File: src/cos_pkg.sv
// Shared types and codes for the CoAP option stream parser.
package cos_pkg;

   localparam int unsigned BYTE_W = 8;
   localparam int unsigned WORD_W = 16;

   localparam logic [BYTE_W-1:0] MARKER_BYTE = 8'hFF;
   localparam logic [3:0]        NIB_EXT8    = 4'd13;
   localparam logic [3:0]        NIB_EXT16   = 4'd14;
   localparam logic [3:0]        NIB_BAD     = 4'd15;
   localparam logic [WORD_W-1:0] EXT8_BIAS   = 16'd13;
   localparam logic [WORD_W-1:0] EXT16_BIAS  = 16'd269;

   typedef enum logic [2:0] {
      PH_IDLE   = 3'd0,
      PH_HEADER = 3'd1,
      PH_DEXT1  = 3'd2,
      PH_DEXT2  = 3'd3,
      PH_LEXT1  = 3'd4,
      PH_LEXT2  = 3'd5,
      PH_VALUE  = 3'd6
   } phase_type;

   typedef enum logic [1:0] {
      K_HEADER = 2'd0,
      K_VALUE  = 2'd1,
      K_MARKER = 2'd2,
      K_ERROR  = 2'd3
   } kind_type;

   typedef struct packed {
      phase_type         phase;
      logic [WORD_W-1:0] running_number;
      logic [WORD_W-1:0] pending_delta;
      logic [WORD_W-1:0] pending_length;
      logic [WORD_W-1:0] remaining_value;
      logic [3:0]        delta_nibble;
      logic [3:0]        length_nibble;
   } parse_state_type;

   typedef struct packed {
      logic              valid;
      kind_type          kind;
      logic [WORD_W-1:0] option_number;
      logic [WORD_W-1:0] option_length;
      logic [BYTE_W-1:0] value_byte;
      logic              option_end;
      logic              message_end;
   } result_type;

endpackage

File: src/coap_option_stream_parser.sv
// CoAP option area parser: top level with request register, parser state and result register.
//
// Feed the option area one byte per request, starting right after the token, with
// req_tuser marking the first option byte and req_tlast the final byte of the message.
// The block takes a request every cycle unless a held result waits on rsp_tready, and
// each byte's result is registered from the request register into the result register.
// The parser state register is updated once per byte by a combinational step. One result at most
// per byte: option header done, value byte, payload marker, or parse error; rsp_tlast
// flags the result that completes an option. After a marker, an error or a clean end,
// bytes are dropped until the next first byte.
module coap_option_stream_parser (
   input  logic        clock,
   input  logic        reset,
   input  logic        req_tvalid,
   output logic        req_tready,
   input  logic [7:0]  req_tdata,  // [7:0] data_byte
   input  logic [0:0]  req_tuser,  // [0] first_byte
   input  logic        req_tlast,
   output logic        rsp_tvalid,
   input  logic        rsp_tready,
   output logic [39:0] rsp_tdata,  // [15:0] option_number, [31:16] option_length,
                                   // [39:32] value_byte
   output logic [2:0]  rsp_tuser,  // [1:0] kind, [2] message_end
   output logic        rsp_tlast   // option_end
);

   logic                           in_valid_ff;
   logic [cos_pkg::BYTE_W-1:0]     in_byte_ff;
   logic                           in_first_ff;
   logic                           in_last_ff;
   cos_pkg::parse_state_type       state_ff;
   cos_pkg::parse_state_type       state_in;
   logic [cos_pkg::BYTE_W-1:0]     ext_high_ff;
   logic                           ext_high_we;
   cos_pkg::result_type            result;
   cos_pkg::result_type            out_ff;
   logic                           advance;
   logic                           req_take;

   assign advance    = in_valid_ff && (!out_ff.valid || rsp_tready);
   assign req_tready = !in_valid_ff || advance;
   assign req_take   = req_tvalid && req_tready;

   cos_step u_step (
      .state_cur    (state_ff),
      .ext_high_cur (ext_high_ff),
      .data_byte    (in_byte_ff),
      .first_byte   (in_first_ff),
      .last_byte    (in_last_ff),
      .state_nxt    (state_in),
      .ext_high_we  (ext_high_we),
      .result       (result)
   );

   always_ff @(posedge clock) begin
      if (reset) begin
         in_valid_ff <= 1'b0;
      end else if (req_take) begin
         in_valid_ff <= 1'b1;
      end else if (advance) begin
         in_valid_ff <= 1'b0;
      end
   end

   always_ff @(posedge clock) begin
      if (req_take) begin
         in_byte_ff  <= req_tdata;
         in_first_ff <= req_tuser[0];
         in_last_ff  <= req_tlast;
      end
   end

   // all-zero state is idle
   always_ff @(posedge clock) begin
      if (reset) begin
         state_ff <= '0;
      end else if (advance) begin
         state_ff <= state_in;
      end
   end

   always_ff @(posedge clock) begin
      if (advance && ext_high_we) begin
         ext_high_ff <= in_byte_ff;
      end
   end

   always_ff @(posedge clock) begin
      if (reset) begin
         out_ff.valid <= 1'b0;
      end else if (advance) begin
         out_ff <= result;
      end else if (rsp_tready) begin
         out_ff.valid <= 1'b0;
      end
   end

   assign rsp_tvalid = out_ff.valid;
   assign rsp_tdata  = {out_ff.value_byte, out_ff.option_length, out_ff.option_number};
   assign rsp_tuser  = {out_ff.message_end, out_ff.kind};
   assign rsp_tlast  = out_ff.option_end;

   a_value_has_bytes: assert property (@(posedge clock) disable iff (reset)
      (state_ff.phase == cos_pkg::PH_VALUE) |-> (state_ff.remaining_value != '0))
      else $error("value phase with nothing left");

   a_mend_needs_oend: assert property (@(posedge clock) disable iff (reset)
      (rsp_tvalid && rsp_tuser[2]) |-> rsp_tlast)
      else $error("message end without option end");

   a_term_kind_clean: assert property (@(posedge clock) disable iff (reset)
      (rsp_tvalid && (out_ff.kind == cos_pkg::K_ERROR || out_ff.kind == cos_pkg::K_MARKER))
      |-> (!rsp_tlast && rsp_tdata == '0))
      else $error("marker or error carries option fields");

   a_stall_cause: assert property (@(posedge clock) disable iff (reset)
      !req_tready |-> (in_valid_ff && rsp_tvalid && !rsp_tready))
      else $error("request stalled without output backpressure");

endmodule

File: src/cos_step.sv
// Per-byte parse step: next parser state and the result for one request.
module cos_step (
   input  cos_pkg::parse_state_type         state_cur,
   input  logic [cos_pkg::BYTE_W-1:0]       ext_high_cur,
   input  logic [cos_pkg::BYTE_W-1:0]       data_byte,
   input  logic                             first_byte,
   input  logic                             last_byte,
   output cos_pkg::parse_state_type         state_nxt,
   output logic                             ext_high_we,
   output cos_pkg::result_type              result
);

   cos_pkg::phase_type             ph;
   logic [cos_pkg::WORD_W-1:0]     running_eff;
   logic [3:0]                     dn;
   logic [3:0]                     ln;
   logic [cos_pkg::WORD_W-1:0]     ext8;
   logic [cos_pkg::WORD_W-1:0]     ext16;
   logic [cos_pkg::WORD_W-1:0]     pd_new;
   logic [cos_pkg::WORD_W-1:0]     pl_new;
   logic [cos_pkg::WORD_W-1:0]     rem_new;
   logic [cos_pkg::WORD_W-1:0]     running_sum;
   logic                           is_marker;
   logic                           nib15;
   logic                           ad;
   logic                           hd;
   logic                           fail;

   // first_byte restarts the parse on this very byte
   assign ph          = first_byte ? cos_pkg::PH_HEADER : state_cur.phase;
   assign running_eff = first_byte ? '0 : state_cur.running_number;

   assign dn    = (ph == cos_pkg::PH_HEADER) ? data_byte[7:4] : state_cur.delta_nibble;
   assign ln    = (ph == cos_pkg::PH_HEADER) ? data_byte[3:0] : state_cur.length_nibble;
   assign ext8  = {8'd0, data_byte} + cos_pkg::EXT8_BIAS;
   assign ext16 = {ext_high_cur, data_byte} + cos_pkg::EXT16_BIAS;

   assign is_marker = (ph == cos_pkg::PH_HEADER) && (data_byte == cos_pkg::MARKER_BYTE);
   assign nib15     = (data_byte[7:4] == cos_pkg::NIB_BAD) || (data_byte[3:0] == cos_pkg::NIB_BAD);

   always_comb begin
      pd_new = state_cur.pending_delta;
      pl_new = state_cur.pending_length;
      case (ph)
         cos_pkg::PH_HEADER: begin
            pd_new = {12'd0, data_byte[7:4]};
            pl_new = {12'd0, data_byte[3:0]};
         end
         cos_pkg::PH_DEXT1: begin
            if (dn == cos_pkg::NIB_EXT8) pd_new = ext8;
         end
         cos_pkg::PH_DEXT2: pd_new = ext16;
         cos_pkg::PH_LEXT1: begin
            if (ln == cos_pkg::NIB_EXT8) pl_new = ext8;
         end
         cos_pkg::PH_LEXT2: pl_new = ext16;
         default: ;
      endcase
   end

   assign rem_new = (state_cur.remaining_value != '0) ?
                    state_cur.remaining_value - 16'd1 : state_cur.remaining_value;
   assign running_sum = running_eff + pd_new;

   // ad: delta fully known; hd: whole header known
   assign ad = ((ph == cos_pkg::PH_HEADER) && !is_marker && !nib15 && (dn < cos_pkg::NIB_EXT8))
            || ((ph == cos_pkg::PH_DEXT1) && (dn == cos_pkg::NIB_EXT8))
            || (ph == cos_pkg::PH_DEXT2);
   assign hd = (ad && (ln < cos_pkg::NIB_EXT8))
            || ((ph == cos_pkg::PH_LEXT1) && (ln == cos_pkg::NIB_EXT8))
            || (ph == cos_pkg::PH_LEXT2);

   assign fail = ((ph == cos_pkg::PH_HEADER) && !is_marker && nib15)
              || ((ph == cos_pkg::PH_HEADER) && !is_marker && !nib15
                  && (dn >= cos_pkg::NIB_EXT8) && last_byte)
              || ((ph == cos_pkg::PH_DEXT1) && (dn != cos_pkg::NIB_EXT8) && last_byte)
              || (ad && (ln >= cos_pkg::NIB_EXT8) && last_byte)
              || ((ph == cos_pkg::PH_LEXT1) && (ln != cos_pkg::NIB_EXT8) && last_byte)
              || (hd && (pl_new != '0) && last_byte)
              || ((ph == cos_pkg::PH_VALUE) && (rem_new != '0) && last_byte);

   assign ext_high_we = ((ph == cos_pkg::PH_DEXT1) && (dn != cos_pkg::NIB_EXT8))
                     || ((ph == cos_pkg::PH_LEXT1) && (ln != cos_pkg::NIB_EXT8));

   // next state
   always_comb begin
      state_nxt                 = state_cur;
      state_nxt.running_number  = running_eff;
      state_nxt.pending_delta   = pd_new;
      state_nxt.pending_length  = pl_new;
      state_nxt.delta_nibble    = dn;
      state_nxt.length_nibble   = ln;
      if (hd && !fail) begin
         state_nxt.running_number  = running_sum;
         state_nxt.remaining_value = pl_new;
      end else if (ph == cos_pkg::PH_VALUE) begin
         state_nxt.remaining_value = rem_new;
      end

      if (fail || is_marker) begin
         state_nxt.phase = cos_pkg::PH_IDLE;
      end else if (hd) begin
         if (pl_new != '0)   state_nxt.phase = cos_pkg::PH_VALUE;
         else if (last_byte) state_nxt.phase = cos_pkg::PH_IDLE;
         else                state_nxt.phase = cos_pkg::PH_HEADER;
      end else if (ad) begin
         state_nxt.phase = cos_pkg::PH_LEXT1;
      end else begin
         case (ph)
            cos_pkg::PH_HEADER: state_nxt.phase = cos_pkg::PH_DEXT1;
            cos_pkg::PH_DEXT1:  state_nxt.phase = cos_pkg::PH_DEXT2;
            cos_pkg::PH_LEXT1:  state_nxt.phase = cos_pkg::PH_LEXT2;
            cos_pkg::PH_VALUE: begin
               if (rem_new != '0)  state_nxt.phase = cos_pkg::PH_VALUE;
               else if (last_byte) state_nxt.phase = cos_pkg::PH_IDLE;
               else                state_nxt.phase = cos_pkg::PH_HEADER;
            end
            default:            state_nxt.phase = cos_pkg::PH_IDLE;
         endcase
      end
   end

   // result
   always_comb begin
      result = '0;
      if (fail) begin
         result.valid = 1'b1;
         result.kind  = cos_pkg::K_ERROR;
      end else if (is_marker) begin
         result.valid = 1'b1;
         result.kind  = cos_pkg::K_MARKER;
      end else if (hd) begin
         result.valid         = 1'b1;
         result.kind          = cos_pkg::K_HEADER;
         result.option_number = running_sum;
         result.option_length = pl_new;
         result.option_end    = (pl_new == '0);
         result.message_end   = (pl_new == '0) && last_byte;
      end else if (ph == cos_pkg::PH_VALUE) begin
         result.valid         = 1'b1;
         result.kind          = cos_pkg::K_VALUE;
         result.option_number = running_eff;
         result.option_length = state_cur.pending_length;
         result.value_byte    = data_byte;
         result.option_end    = (rem_new == '0);
         result.message_end   = (rem_new == '0) && last_byte;
      end
   end

endmodule
File: config.mk
export PLATFORM = sky130hd
export DESIGN_NAME = coap_option_stream_parser
export DESIGN_NICKNAME = d
export VERILOG_FILES = /design/src/cos_pkg.sv /design/src/coap_option_stream_parser.sv /design/src/cos_step.sv
export SDC_FILE = /design/constraint.sdc
export NUM_CORES = 1
export LEC_CHECK = 0
export ABC_CLOCK_PERIOD_IN_PS = 6600
export BUFFER_PORTS_ARGS = -buffer_cell sky130_fd_sc_hd__buf_2
export CAP_MARGIN = 15
export CORE_MARGIN = 8
export CORE_UTILIZATION = 55
export DETAILED_ROUTE_END_ITERATION = 8
export PLACE_DENSITY = 0.74
export SLEW_MARGIN = 20
export SYNTH_ARGS = -nofsm -noshare
export SYNTH_HDL_FRONTEND = slang
export SYNTH_SLANG_ARGS = --single-unit
File: constraint.sdc
create_clock -name clock -period 6.6 [get_ports clock]
set_clock_uncertainty 0.05 [all_clocks]
set_input_delay 0.33 -clock clock [delete_from_list [all_inputs] [get_ports clock]]
set_output_delay 0.33 -clock clock [all_outputs]
set_load 0.01 [all_outputs]
==> out/qor.txt, run 1 <==
Final setup TNS: 0 ns
Pwr dens: 244.5 mW/mm^2
Largest delay share family, worst path: compound AO/OA/AOI/OAI gates
Highest routed layer: met4
Leak: 3.300 nW
Yosys top cell area share: 0.2382
Setup crit end kind: flop
Slew @ Worst Pin: 1.114 ns
DRC viols: 0
WL met2: 10480 microns
Dpl cell area: 0.008198 sq mm
WL met3: 2172 microns
PostCTS Resize Cnt: 0
Layout Utilization: 0.6321
CORE AREA: 0.01388 sq mm
Total routed wirelength: 23800 microns
DR vias: 7245
Post-synth EDFFs: 62
Largest net degree at the start of global routing: 54
Synth Flop Type: dfxtp_1
DR WL/cell: 21.61 microns
IO Count: 60
CP Data Required Time: 6.70 ns
Crit-path cells: and4b_1 -> a21oi_1 -> nor2_1 -> nor2_1 -> a222oi_1 -> inv_1 -> ha_1 -> a211o_1 -> a211oi_1 -> o31ai_1 -> o41a_1 -> a211oi_1 -> o21bai_1 -> a21oi_1 -> or3_1 -> a31oi_1
Yosys cell types: 83
Hold Path Class: in2reg
Crit-path max FO: 17
Synth warn: 0
Antenna Cells: 0
Number of nets in the layout: 940
Post-Syn Area per Cell: 8.974 sq um
Worst R2R End: rsp_tdata[15]
Pre-CTS setup slack: 1.695 ns
Period Utilization, post-route: 0.7565
Run status: finished clean
Worst relative slew slack: 0.2466
Via density per instance: 6.580
RSZ-0062 raised after global routing: false
Total Routing Usage GR: 0.2646
Synth Instances: 871
Worst Slack Setup Final: 1.607 ns
Switching Share: 0.2771
FFs w/ async S/R, synth: 0
Comb pwr share: 0.125
Initial Util: 0.5631
Synthesized area: 0.007816 sq mm
Synth area leader: edfxtp_1
Clk buf depth: 2
CTS buffer count: 17
# H-tree levels: 4
Vias in the first global route: 6814
Top post-synthesis cells by count: nand2_1 (108), nor2_1 (91), dfxtp_1 (77)
Share of layout cells above drive strength 1: 0.1412
CP bufs+invs: 1
First-pass GRT wire length: 37870 microns
Gpl congestion: 0.9885
Grt total ovfl: 0
Non-filler cells, final: 1101
Sequential share of the synthesized area: 0.4354
Initial DRC Count: 892
Number of synthesized register bits: 139
Top post-synthesis cells by area: edfxtp_1 (24%), dfxtp_1 (20%), nand2_1 (5.2%)
WHS: 0.01937 ns
Int Pwr: 1.551 mW
# Max-Cap Violations: 0
CP Launch Point: state_ff[5]
Rows: 43
Root buf cell: clkbuf_16
Power after layout: 2.145 mW
Drt first pass iters: 6
Met1 WL: 10580 microns
Switch Pwr: 594.6 uW
R2r worst-path depth: 16
Synthesis-to-layout area growth: 12.26%
Critical path type: reg2reg
Minimum clock period: 4.993 ns
# setup viols final: 0
Worst skew pair latency: 0.43 ns
Critical path launch point type: flop
Maximum VDD drop: 0.1914 mV
Hold EP: in_byte_ff[2]
Reg power frac: 0.445
Slowest cell on crit path: nor2_1
Detailed placer's ending HPWL: 17000 microns
Fin. Hold Viols: 0
Initial antenna violation count: 0
PortBufs: 59
CTS tree: yes
Worst hold start: req_tdata[2]
Final instance area: 0.008775 sq mm
Die area: 0.01828 sq mm
Post-CTS setup buffers: 0
TritonCTS Sinks: 139
Reg2reg setup slack: 1.61 ns
DIE WIDTH: 135.2 microns
Post-synth net total: 903
Die Ht: 135.2 microns
Final ANT Viol Nets: 0
Placed insts: 1069
Worst Hold Path Cells: 1
Clock share of power: 0.430
Reg clk slew, reported paths: 0.06 ns
Max Fclk: 200.3 MHz
Slew Limit Fails: 0
Worst path max stage delay: 0.86 ns
R2R Path Start: state_ff[5]
Worst EP arrival: 5.09 ns
CTS Hold Bufs: 0
Top-count cell post-synth: nand2_1
==> metal layers <==
metal / GRT usage / up-vias
li1: - / 3320
met1: 0.3675 / 3467
met2: 0.3956 / 410
met3: 0.06194 / 48
met4: 0.09007 / 0
met5: 0 / -
==> worst max path at each step <==
stage | end | slack (ns) | cells past startpoint
2_1_floorplan | rsp_tdata[15] | 2.46 | 17
3_3_place_gp | rsp_tdata[15] | 1.82 | 16
3_5_place_dp | rsp_tdata[15] | 1.69 | 16
4_1_cts | rsp_tdata[15] | 1.67 | 16
5_1_grt | rsp_tdata[15] | 1.31 | 16
6_report | rsp_tdata[15] | 1.61 | 16
==> power groups by stage <==
stage / Sequential, mW / Combinational [mW] / Clock [mW]
global placement: 0.971 / 0.257 / 0
CTS: 0.954 / 0.260 / 0.932
floorplan: 0.962 / 0.187 / 0
detailed placement: 0.972 / 0.259 / 0
global route: 0.958 / 0.289 / 0.965
finish: 0.955 / 0.267 / 0.923
==> flip-flops by register name, indices dropped and copies added (netlist names) <==
| signal | cells |
|---|---|
| rsp_tdata | 40 |
| ext_high_ff | 8 |
| in_last_ff | 1 |
| in_byte_ff | 8 |
| rsp_tuser | 3 |
| in_first_ff | 1 |
| rsp_tvalid | 1 |
| rsp_tlast | 1 |
| in_valid_ff | 1 |
| state_ff | 75 |
==> cell families after synthesis <==
family | Yosys count | synth area share
multiplexers | 16 | 0.02177
XOR/XNOR | 24 | 0.02689
flip-flops | 139 | 0.4354
adder cells (fa/ha/maj) | 18 | 0.02977
buffers and inverters | 77 | 0.04274
AO/OA/AOI/OAI | 257 | 0.2297
AND/OR/NAND/NOR | 340 | 0.2137
==> layout make-up <==
type	instances	area [sq um]
clock buffer	19	454.2
clock inverter	13	116.4
fill	1202	5106
inverter	25	93.84
multi-input combinational	655	4104
sequential	139	3403
tap	180	225.2
timing repair buffer	70	377.9
==> placed cells by master (no fill, tap or decap), types with 5 or more instances in the layout <==
cell type / count
and3_1: 8
nand2_1: 107
and2_1: 15
a21oi_1: 63
dfxtp_1: 77
o22ai_1: 11
nand3_1: 14
o211ai_1: 8
edfxtp_1: 62
nand4_1: 6
mux2i_1: 10
buf_4: 11
nor2b_1: 19
clkbuf_16: 18
buf_2: 59
a31oi_1: 9
nor2_1: 90
o21ai_0: 33
ha_1: 17
inv_1: 25
a21o_1: 5
xnor2_1: 12
a22o_1: 26
nor3_1: 28
clkinvlp_4: 6
o31ai_1: 5
or3_1: 11
o2bb2ai_1: 7
xor2_1: 12
nor4_1: 8
a22oi_1: 16
mux2_2: 5
a211oi_1: 22
Power figures use the tool's default switching activity.
==> run 2, diff against run 1 <==
--- a/config.mk
+++ b/config.mk
@@ -5,13 +5,13 @@
 export SDC_FILE = /design/constraint.sdc
 export NUM_CORES = 1
 export LEC_CHECK = 0
-export ABC_CLOCK_PERIOD_IN_PS = 6600
+export ABC_CLOCK_PERIOD_IN_PS = 4150
 export BUFFER_PORTS_ARGS = -buffer_cell sky130_fd_sc_hd__buf_2
 export CAP_MARGIN = 15
 export CORE_MARGIN = 8
 export CORE_UTILIZATION = 55
 export DETAILED_ROUTE_END_ITERATION = 8
-export PLACE_DENSITY = 0.74
+export PLACE_DENSITY = 0.77
 export SLEW_MARGIN = 20
 export SYNTH_ARGS = -nofsm -noshare
 export SYNTH_HDL_FRONTEND = slang
==> constraint.sdc (replaced) <==
create_clock -name clock -period 4.15 [get_ports clock]
set_clock_uncertainty 0.05 [all_clocks]
set_input_delay 0.2075 -clock clock [delete_from_list [all_inputs] [get_ports clock]]
set_output_delay 0.2075 -clock clock [all_outputs]
set_load 0.01 [all_outputs]
==> out/qor.txt, run 2 (same netlist as run 1, synthesis figures left out) <==
Switching Share: 0.2569 (-0.02026)
Worst path max stage delay: 0.50 ns (-0.36 ns)
Crit-path max FO: 3 (-14)
Die area: 0.01828 sq mm (unchanged)
Slew @ Worst Pin: 0.8369 ns (-0.2772 ns)
Pwr dens: 396.7 mW/mm^2 (+62%)
DRC viols: 0 (unchanged)
CTS buffer count: 17 (unchanged)
PortBufs: 59 (unchanged)
Gpl congestion: 0.9755 (-1.3%)
Maximum VDD drop: 0.3286 mV (+72%)
Max FFs per register: 75 (unchanged)
Switch Pwr: 946.3 uW (+59%)
R2R Path Start: state_ff[5]
Total routed wirelength: 23360 microns (-1.8%)
DR WL/cell: 20.33 microns (-5.9%)
Share of layout cells above drive strength 1: 0.1734 (+0.03222)
CP bufs+invs: 1 (unchanged)
Antenna Cells: 0 (unchanged)
Detailed placer's ending HPWL: 16530 microns (-2.8%)
CTS tree: yes
Crit-path cells: and4b_1 -> a21oi_1 -> nor2_1 -> nor2_1 -> a222oi_1 -> inv_1 -> ha_1 -> a211o_1 -> a211oi_2 -> o31ai_1 -> o41a_1 -> a211oi_2 -> o21bai_1 -> a21oi_2 -> or3_1 -> a31oi_1
Worst Slack Setup Final: 0.1778 ns (-1.429 ns)
Final ANT Viol Nets: 0 (unchanged)
CP Data Required Time: 4.28 ns (-2.42 ns)
Clock share of power: 0.465 (+0.035)
R2r worst-path depth: 16 (unchanged)
Reg2reg setup slack: 0.18 ns (-1.43 ns)
Leak: 3.602 nW (+9.2%)
Fin. Hold Viols: 0 (unchanged)
Slowest cell on crit path: a222oi_1
Vias in the first global route: 7062 (+3.6%)
Reg power frac: 0.410 (-0.035)
Filler cell count: 1146 (-4.7%)
Minimum clock period: 3.972 ns (-1.021 ns)
Pre-CTS setup slack: -0.02431 ns (-1.719 ns)
Setup crit end kind: flop
Worst relative slew slack: 0.4384 (+0.1917)
Rows: 43 (unchanged)
Reg clk slew, reported paths: 0.06 ns (about the same)
CORE AREA: 0.01388 sq mm (unchanged)
DIE WIDTH: 135.2 microns (unchanged)
Root buf cell: clkbuf_16
Drt first pass iters: 5 (-1)
Worst Hold Path Cells: 3 (+2)
Critical path launch point type: flop
Int Pwr: 2.737 mW (+77%)
Initial DRC Count: 788 (-12%)
Worst skew pair latency: 0.43 ns (about the same)
Worst EP arrival: 4.10 ns (-0.99 ns)
Most frequent cells in the layout: nand2_1 (108), nor2_1 (89), dfxtp_1 (77), a21oi_1 (63), edfxtp_1 (62)
Synthesis-to-layout area growth: 18.81%
Reg with most FFs: state_ff
Power after layout: 3.684 mW (+72%)
Critical path type: reg2reg
Hold EP: rsp_tvalid
IO Count: 60 (unchanged)
Hold Path Class: in2reg
Number of nets in the layout: 988 (+5.1%)
Worst R2R End: rsp_tdata[15]
Max Fclk: 251.8 MHz (+26%)
Comb pwr share: 0.124 (about the same)
Most common cell after layout, fill and taps aside: nand2_1
Total Routing Usage GR: 0.2580 (-0.006623)
Grt total ovfl: 0 (unchanged)
TritonCTS Sinks: 139 (unchanged)
DR vias: 7275 (+0.41%)
# setup viols final: 0 (unchanged)
Run status: finished clean
Initial Util: 0.5631 (unchanged)
# H-tree levels: 4 (unchanged)
Worst hold start: rsp_tready
Clk buf depth: 2 (unchanged)
Layout Utilization: 0.6690 (+0.03687)
Largest net degree at the start of global routing: 36 (-33%)
Die Ht: 135.2 microns (unchanged)
First-pass GRT wire length: 37280 microns (-1.6%)
Period Utilization, post-route: 0.9572 (+0.2006)
Initial antenna violation count: 0 (unchanged)
Largest delay share family, worst path: compound AO/OA/AOI/OAI gates
Via density per instance: 6.332 (-3.8%)
Slew Limit Fails: 0 (unchanged)
# Max-Cap Violations: 0 (unchanged)
==> run 2: cell types whose count changed in the layout (fill, tap and decap cells not counted), moves of 2 or more <==
cell and delta:
dlygate4sd3_1 +11, bufinv_16 +3, clkinv_2 -2, o21ai_0 -2, clkinvlp_4 -5, a211oi_2 +2
buf_4 +35, clkinv_4 +2, a211oi_1 -2, o21ai_1 +2
==> run 2: repair_timing <==
action | 4_1_cts | 5_1_grt
hold buffers | 11 | 0
resized for setup | 2 | 7
hold endpoints to repair | 11 | 0
buffers inserted | 0 | 2
endpoints found under the setup margin | 2 | 23
pin swaps | 0 | 3
==> run 2: area by class of cell <==
class | count | area (sq um) | area share
Sequential cell | 139 | 3403 | 0.3665
Timing Repair Buffer | 118 | 782.0 | 0.08421
Inverter | 25 | 93.84 | 0.01011
Multi-Input combinational cell | 655 | 4113 | 0.4429
Clock inverter | 11 | 176.4 | 0.01900
Clock buffer | 21 | 493.0 | 0.05309
Tap cell | 180 | 225.2 | 0.02425
==> run 2: power groups by stage <==
stage / sequential, mW / clock [mW] / combinational [mW]
after floorplan: 1.53 / 0 / 0.298
after global placement: 1.54 / 0 / 0.435
after detailed placement: 1.54 / 0 / 0.438
after CTS: 1.51 / 1.72 / 0.449
after global routing: 1.51 / 1.78 / 0.496
final: 1.51 / 1.71 / 0.459
==> run 2: worst max path at each step <==
| stage | from | end | slack, ns | cells past startpoint |
|---|---|---|---|---|
| 6_report | state_ff[5] | rsp_tdata[15] | 0.18 | 16 |
| 5_1_grt | state_ff[5] | rsp_tdata[15] | -0.003 | 16 |
| 4_1_cts | state_ff[5] | rsp_tdata[15] | 0.09 | 17 |
| 3_5_place_dp | state_ff[5] | rsp_tdata[15] | -0.02 | 17 |
| 3_3_place_gp | state_ff[5] | rsp_tdata[15] | 0.06 | 15 |
| 2_1_floorplan | state_ff[72] | rsp_tdata[15] | 0.01 | 17 |
==> run 2: worst register-to-register path, delay by kind of cell (launching register included) <==
| family | cells | cell delay (ns) |
|---|---|---|
| compound gates | 10 | 2.38 |
| simple gates | 4 | 0.56 |
| fa+ha+maj | 1 | 0.33 |
| flops | 1 | 0.31 |
| buf+inv | 1 | 0.10 |
==> run 2: metrics by stage <==
| step | area [sq um] | hold slack (ns) | TNS, ns | std cells |
|---|---|---|---|---|
| 2_1_floorplan | 7816 | 0.2564 | 0 | 871 |
| 3_3_place_gp | 8467 | 0.3349 | 0 | 1104 |
| 4_1_cts | 9251 | 0.04007 | 0 | 1147 |
| 5_1_grt | 9286 | 0.06609 | -0.005380 | 1149 |
| 3_5_place_dp | 8467 | 0.3374 | -0.02431 | 1104 |
| 6_report | 9286 | 0.03928 | 0 | 1149 |
==> run 2: metal layers <==
layer / vias to the layer above / wire length (microns) / global-route usage / part of all wire
met5: - / 0 / 0 / 0
met4: 0 / 851 / 0.1246 / 0.036
met3: 68 / 1594 / 0.04711 / 0.068
met2: 325 / 10920 / 0.4113 / 0.47
met1: 3474 / 9993 / 0.3316 / 0.43
li1: 3408 / - / - / -
